===== config.mk =====
export PLATFORM = sky130hd
export DESIGN_NAME = wss_ctrl
export DESIGN_NICKNAME = d
export VERILOG_FILES = /design/src/sv/wss_pkg.sv /design/src/sv/wss_ctrl.sv
export SDC_FILE = /design/constraint.sdc
export NUM_CORES = 1
export LEC_CHECK = 0
export ABC_AREA = 1
export BUFFER_PORTS_ARGS = -buffer_cell sky130_fd_sc_hd__buf_4
export CORE_MARGIN = 2
export CORE_UTILIZATION = 53
export DETAILED_ROUTE_END_ITERATION = 12
export PLACE_DENSITY = 0.94
export SLEW_MARGIN = 15
export SYNTH_ARGS = -nofsm -noshare
export SYNTH_HDL_FRONTEND = slang
export SYNTH_SLANG_ARGS = --single-unit

===== constraint.sdc =====
create_clock -name clk -period 4.2 [get_ports clk]
set_clock_uncertainty 0.2 [all_clocks]
set_input_delay 0.84 -clock clk [delete_from_list [all_inputs] [get_ports clk]]
set_output_delay 0.84 -clock clk [all_outputs]
set_load 0.05 [all_outputs]

===== src/sv/wss_pkg.sv =====
// Shared types, constants and helper functions of the windowed sample statistics block.
package wss_pkg;

	localparam int MAX_BINS = 64;
	localparam int BIN_AW = $clog2(MAX_BINS);
	localparam int BIN_NW = $clog2(MAX_BINS + 1);

	localparam logic [1:0] MODE_SAMPLE = 2'd0;
	localparam logic [1:0] MODE_TICK = 2'd1;
	localparam logic [1:0] MODE_CLEAR = 2'd2;

	localparam logic REG_ENABLED = 1'b0;
	localparam logic REG_BIN_COUNT = 1'b1;

	localparam logic [1:0] KIND_MUL = 2'd0;
	localparam logic [1:0] KIND_DIV = 2'd1;
	localparam logic [1:0] KIND_SQRT = 2'd2;

	localparam logic [3:0] OP_NONE = 4'd0;
	localparam logic [3:0] OP_AVG = 4'd1;
	localparam logic [3:0] OP_MULA = 4'd2;
	localparam logic [3:0] OP_MULB = 4'd3;
	localparam logic [3:0] OP_DIV1 = 4'd4;
	localparam logic [3:0] OP_DIV2 = 4'd5;
	localparam logic [3:0] OP_SQRT = 4'd6;
	localparam logic [3:0] OP_SRATE = 4'd7;
	localparam logic [3:0] OP_VRATE = 4'd8;

	localparam logic signed [31:0] S32_MAX = 32'sh7FFF_FFFF;
	localparam logic signed [31:0] S32_MIN = 32'sh8000_0000;
	localparam logic signed [63:0] S64_MAX = 64'sh7FFF_FFFF_FFFF_FFFF;
	localparam logic signed [63:0] S64_MIN = 64'sh8000_0000_0000_0000;

	typedef struct packed {
		logic [39:0] cnt;
		logic signed [63:0] sum;
		logic [63:0] sq;
		logic [47:0] dur;
		logic signed [31:0] mn;
		logic signed [31:0] mx;
	} stats_t;

	localparam stats_t STATS_EMPTY = '{cnt: 40'd0, sum: 64'sd0, sq: 64'd0, dur: 48'd0,
		mn: S32_MAX, mx: S32_MIN};

	typedef struct packed {
		logic sample;
		logic clear;
		logic tick;
		logic sweep_rd;
		logic load;
		logic win;
		logic start;
		logic [3:0] op;
	} wss_cmd_t;

	typedef struct packed {
		logic enabled;
		logic started;
		logic sweep_last;
		logic cnt_nz;
		logic dur_nz;
		logic var_pos;
		logic ar_done;
	} wss_stat_t;

	function automatic logic signed [63:0] add_sat_s64(logic signed [63:0] a,
		logic signed [63:0] b);
		logic signed [63:0] r;
		r = a + b;
		if (a[63] == b[63] && r[63] != a[63]) begin
			r = a[63] ? S64_MIN : S64_MAX;
		end
		return r;
	endfunction

	function automatic logic [63:0] add_sat_u64(logic [63:0] a, logic [63:0] b);
		logic [64:0] r;
		r = {1'b0, a} + {1'b0, b};
		return r[64] ? '1 : r[63:0];
	endfunction

	function automatic stats_t merge_stats(stats_t d, stats_t s);
		logic [40:0] c;
		logic [48:0] u;
		stats_t o;
		c = {1'b0, d.cnt} + {1'b0, s.cnt};
		u = {1'b0, d.dur} + {1'b0, s.dur};
		o.cnt = c[40] ? '1 : c[39:0];
		o.dur = u[48] ? '1 : u[47:0];
		o.sum = add_sat_s64(d.sum, s.sum);
		o.sq = add_sat_u64(d.sq, s.sq);
		o.mn = (s.mn < d.mn) ? s.mn : d.mn;
		o.mx = (s.mx > d.mx) ? s.mx : d.mx;
		return o;
	endfunction

endpackage


===== src/sv/wss_ctrl.sv =====
// Controller state machine that sequences items, the bin sweep and the result math.
module wss_ctrl import wss_pkg::*; (
	input logic clk,
	input logic arst_n,
	input logic in_valid,
	input logic [1:0] mode,
	output logic in_stall,
	output logic out_valid,
	input logic out_stall,
	input wss_stat_t st,
	output wss_cmd_t cmd
);

	localparam logic [3:0] S_IDLE = 4'd0;
	localparam logic [3:0] S_SWEEP = 4'd1;
	localparam logic [3:0] S_SWEEP_END = 4'd2;
	localparam logic [3:0] S_LOAD = 4'd3;
	localparam logic [3:0] S_CHK = 4'd4;
	localparam logic [3:0] S_AVG = 4'd5;
	localparam logic [3:0] S_MULA = 4'd6;
	localparam logic [3:0] S_MULB = 4'd7;
	localparam logic [3:0] S_CMP = 4'd8;
	localparam logic [3:0] S_DIV1 = 4'd9;
	localparam logic [3:0] S_DIV2 = 4'd10;
	localparam logic [3:0] S_SQRT = 4'd11;
	localparam logic [3:0] S_SRATE = 4'd12;
	localparam logic [3:0] S_VRATE = 4'd13;
	localparam logic [3:0] S_OUT = 4'd14;

	logic [3:0] state_q;
	logic [3:0] state_d;
	logic win_q;
	logic win_d;
	logic launch_q;
	logic acc;
	logic [3:0] op;
	logic [3:0] rate_next;

	assign acc = in_valid && state_q == S_IDLE;
	assign rate_next = st.dur_nz ? S_SRATE : S_OUT;

	always_comb begin
		case (state_q)
			S_AVG: op = OP_AVG;
			S_MULA: op = OP_MULA;
			S_MULB: op = OP_MULB;
			S_DIV1: op = OP_DIV1;
			S_DIV2: op = OP_DIV2;
			S_SQRT: op = OP_SQRT;
			S_SRATE: op = OP_SRATE;
			S_VRATE: op = OP_VRATE;
			default: op = OP_NONE;
		endcase
	end

	always_comb begin
		state_d = state_q;
		win_d = win_q;
		case (state_q)
			S_IDLE: begin
				if (acc && mode == MODE_TICK && st.enabled && st.started) begin
					state_d = S_SWEEP;
				end
			end
			S_SWEEP: if (st.sweep_last) state_d = S_SWEEP_END;
			S_SWEEP_END: begin
				win_d = 1'b0;
				state_d = S_LOAD;
			end
			S_LOAD: state_d = S_CHK;
			S_CHK: state_d = st.cnt_nz ? S_AVG : rate_next;
			S_AVG: if (st.ar_done) state_d = S_MULA;
			S_MULA: if (st.ar_done) state_d = S_MULB;
			S_MULB: if (st.ar_done) state_d = S_CMP;
			S_CMP: state_d = st.var_pos ? S_DIV1 : rate_next;
			S_DIV1: if (st.ar_done) state_d = S_DIV2;
			S_DIV2: if (st.ar_done) state_d = S_SQRT;
			S_SQRT: if (st.ar_done) state_d = rate_next;
			S_SRATE: if (st.ar_done) state_d = S_VRATE;
			S_VRATE: if (st.ar_done) state_d = S_OUT;
			S_OUT: begin
				if (!out_stall) begin
					if (win_q) begin
						state_d = S_IDLE;
					end else begin
						win_d = 1'b1;
						state_d = S_LOAD;
					end
				end
			end
			default: state_d = S_IDLE;
		endcase
	end

	always_ff @(posedge clk or negedge arst_n) begin
		if (!arst_n) begin
			state_q <= S_IDLE;
			win_q <= 1'b0;
			launch_q <= 1'b0;
		end else begin
			state_q <= state_d;
			win_q <= win_d;
			launch_q <= (state_d != state_q) && (state_d inside {S_AVG, S_MULA, S_MULB,
				S_DIV1, S_DIV2, S_SQRT, S_SRATE, S_VRATE});
		end
	end

	assign in_stall = state_q != S_IDLE;
	assign out_valid = state_q == S_OUT;

	always_comb begin
		cmd.sample = acc && mode == MODE_SAMPLE && st.enabled;
		cmd.clear = acc && mode == MODE_CLEAR;
		cmd.tick = acc && mode == MODE_TICK && st.enabled && st.started;
		cmd.sweep_rd = state_q == S_SWEEP;
		cmd.load = state_q == S_LOAD;
		cmd.win = win_q;
		cmd.start = launch_q;
		cmd.op = op;
	end

endmodule


==> results.py <==
metrics = {
    "status": {
        "status": "complete, no violations",
    },
    "clock_network": {
        "root_buffer": "clkbuf_4",
        "clock_path_buffers": 2,
        "post_cts_buffers": 0,
        "cts_hold_buf": 0,
        "cts.sinks": 6,
        "htree_levels": 1,
        "worstSkewPairLatency_ns": 0.26,
        "numCtsBuffers": 3,
        "clkTransAtPathRegs_ns": 0.05,
        "cts_tree": "done",
        "cts-resized-gates": 0,
    },
    "sta": {
        "timing.final.crit_share_pct": 65.18,
        "fin_ws_ns": 1.463,
        "max_freq_mhz": 365.3,
        "fin_crit_ns": 2.737,
        "rsz0062_at_grt": "no",
        "slew_headroom_pct": 75.70,
        "timing.final.max_slew_violations": 0,
        "hold_viol_final": 0,
        "finalSetupTns_ns": 0,
        "worst_pin_slew_ns": 0.3645,
        "finalSetupViolCount": 0,
    },
    "die": {
        "rows": 13,
        "die_width_um": 42.32,
        "core_area_um2": 1334,
        "die_y_um": 42.32,
        "pin_count": 26,
        "start_util_pct": 58.35,
        "dieArea_um2": 1791,
    },
    "power": {
        "powerDensity_nw_per_um2": 859.1,
        "leakage_nw": 0.6054,
        "total_power_uw": 835.3,
        "ir_drop_uv": 404.4,
    },
    "final_layout": {
        "antenna_cells": 0,
        "final-seq-area_um2": 150.1,
        "syn_to_final_growth_pct": 24.92,
        "multi_input_area_um2": 506.7,
        "layout_common_cells": "43 x nand2_1, 25 x buf_4, 23 x nor2_1, 22 x nand3_1, 18 x inv_1",
        "layout_commonest_cell": "nand2_1",
        "n_fill_cell": 124,
        "drive_above_1_share_pct": 26.95,
        "nNetsFinal": 182,
    },
    "global_route": {
        "grt_max_degree": 9,
        "antenna_found_initial": 0,
        "grt_overflow": 0,
        "grt_use_total_pct": 25.96,
        "grt_pass1_vias": 856,
        "grt_pass1_wl_um": 3505,
    },
    "placement": {
        "pre_cts_slack_ns": 1.666,
        "io_buffers": 25,
        "dpl.hpwl_um": 1595,
        "routabilityCongestion": 0.8929,
    },
    "logic_synthesis": {
        "synth_cells": 144,
        "synth_seq_area_share_pct": 19.29,
        "syn-cell-area_um2": 778.2,
        "syn-num-nets": 157,
        "synth_area_leaders": "nand2_1 21%, dfrtp_1 19%, nand3_1 14%",
        "yosysTopAreaCell": "nand2_1",
        "yosys_warnings": 0,
        "syn_area_per_cell_um2": 5.404,
        "synth_top_area_share_pct": 20.74,
        "synth-seq-cells": 6,
        "synth_cell_types": 19,
    },
    "detailed_routing": {
        "vias_per_cell": 5.247,
        "post_drt_wl_per_cell_um": 11.08,
        "num_vias": 955,
        "finalWirelength_um": 2017,
        "ant_nets": 0,
        "drtPass1Iterations": 4,
        "drc": 0,
        "drtIter0Drc": 22,
    },
    "critical_path": {
        "cp_slowest_cell": "dfrtp_1",
        "crit_path_end_kind": "output pin",
        "crit_type": "register to output pin",
        "crit_fanout": 8,
        "crit_buf_inv": 2,
        "path_delay_family": "simple AND/OR/NAND/NOR gates",
        "cp.arrival_ns": 1.70,
        "path_cells": "nor2_4 -> nand2_1 -> nor2_2 -> inv_1 -> nor3_1 -> buf_4",
        "max_stage_delay_ns": 0.50,
        "required_ns": 3.16,
        "start_kind": "register",
    },
    "flow_run": {
        "drv_cap": 0,
    },
    "min_path": {
        "hold_path.class": "primary input to async pin",
    },
}
[through the flow]
step	hold slack [ns]	utilization, %	instance area (um^2)	cells
finish	0.1727	72.89	972.2	182
global route	0.1752	72.89	972.2	182
CTS	0.1672	72.89	972.2	182
detailed placement	0.3184	71.20	949.7	179
global placement	0.3149	71.20	949.7	179
floorplan	0.2869	-	778.2	144
[layer usage]
| metal | global-route usage, % | vias to the layer above | share of wire (%) |
|---|---|---|---|
| met4 | 14.37 | 0 | 2.4 |
| met3 | 5.172 | 5 | 6.7 |
| li1 | - | 490 | - |
| met1 | 30.95 | 422 | 42 |
| met5 | 0 | - | 0 |
| met2 | 43.08 | 38 | 49 |
[synth_stat cells]
cell and number:
buf_2 1, inv_1 18, o21ai_0 3, o21ai_1 1, nand2_2 3, inv_2 5
nand3_1 22, nor2_2 4, nand2_1 43, nor2_1 23, nand3b_2 1, buf_4 4
and2_1 2, o21ai_2 1, a21oi_1 1, nand3_2 1, nor3_1 3, dfrtp_1 6
nor2_4 2
[cells by family (layout without fill, tap and decap cells)]
logic type	after synthesis	after routing	synth area share, %
AND/OR/NAND/NOR	104	104	60.77
buffers and inverters	28	51	15.59
AO/OA/AOI/OAI	6	6	4.339
flip-flops	6	6	19.29
[cell type report]
class / count / share of cell area [%]
Sequential cell: 6 / 15.44
Multi-Input combinational cell: 110 / 52.12
Tap cell: 15 / 1.931
Inverter: 23 / 8.880
Timing Repair Buffer: 25 / 19.31
Clock buffer: 3 / 2.317
[registers in the layout (all words and copies together) (netlist names)]
register	cells
state_q	4
win_q	1
launch_q	1
[report_power, final]
| part | switching (mW) | total (mW) | internal (mW) |
|---|---|---|---|
| sequential | 0.0587 | 0.146 | 0.0874 |
| clock | 0.0237 | 0.0562 | 0.0325 |
| combinational | 0.437 | 0.633 | 0.196 |
| total | 0.520 | 0.835 | 0.315 |
[path summary, 6_finish.rpt]
path | from | to | slack [ns] | cells after the start
max in group asynchronous | arst_n | state_q[3] | 3.51 | 1
min | arst_n | state_q[0] | 0.17 | 1
max | state_q[1] | cmd[9] | 1.46 | 6
max reg2reg | state_q[1] | launch_q | 2.21 | 11
min reg2reg | win_q | win_q | 0.33 | 2
min in group clk | win_q | win_q | 0.33 | 2
[worst register-to-register path, cell delays in order (launching register included)]
cell	delay [ns]
dfrtp_1	0.55
inv_1	0.11
nor2_1	0.24
nand3_1	0.13
nand2_2	0.13
nor2_1	0.05
nand3_1	0.13
nand2_1	0.09
nand2_1	0.07
nor2_1	0.04
nor2_1	0.07
nor2_1	0.05
Note: power is estimated with default switching activity, not from simulation.
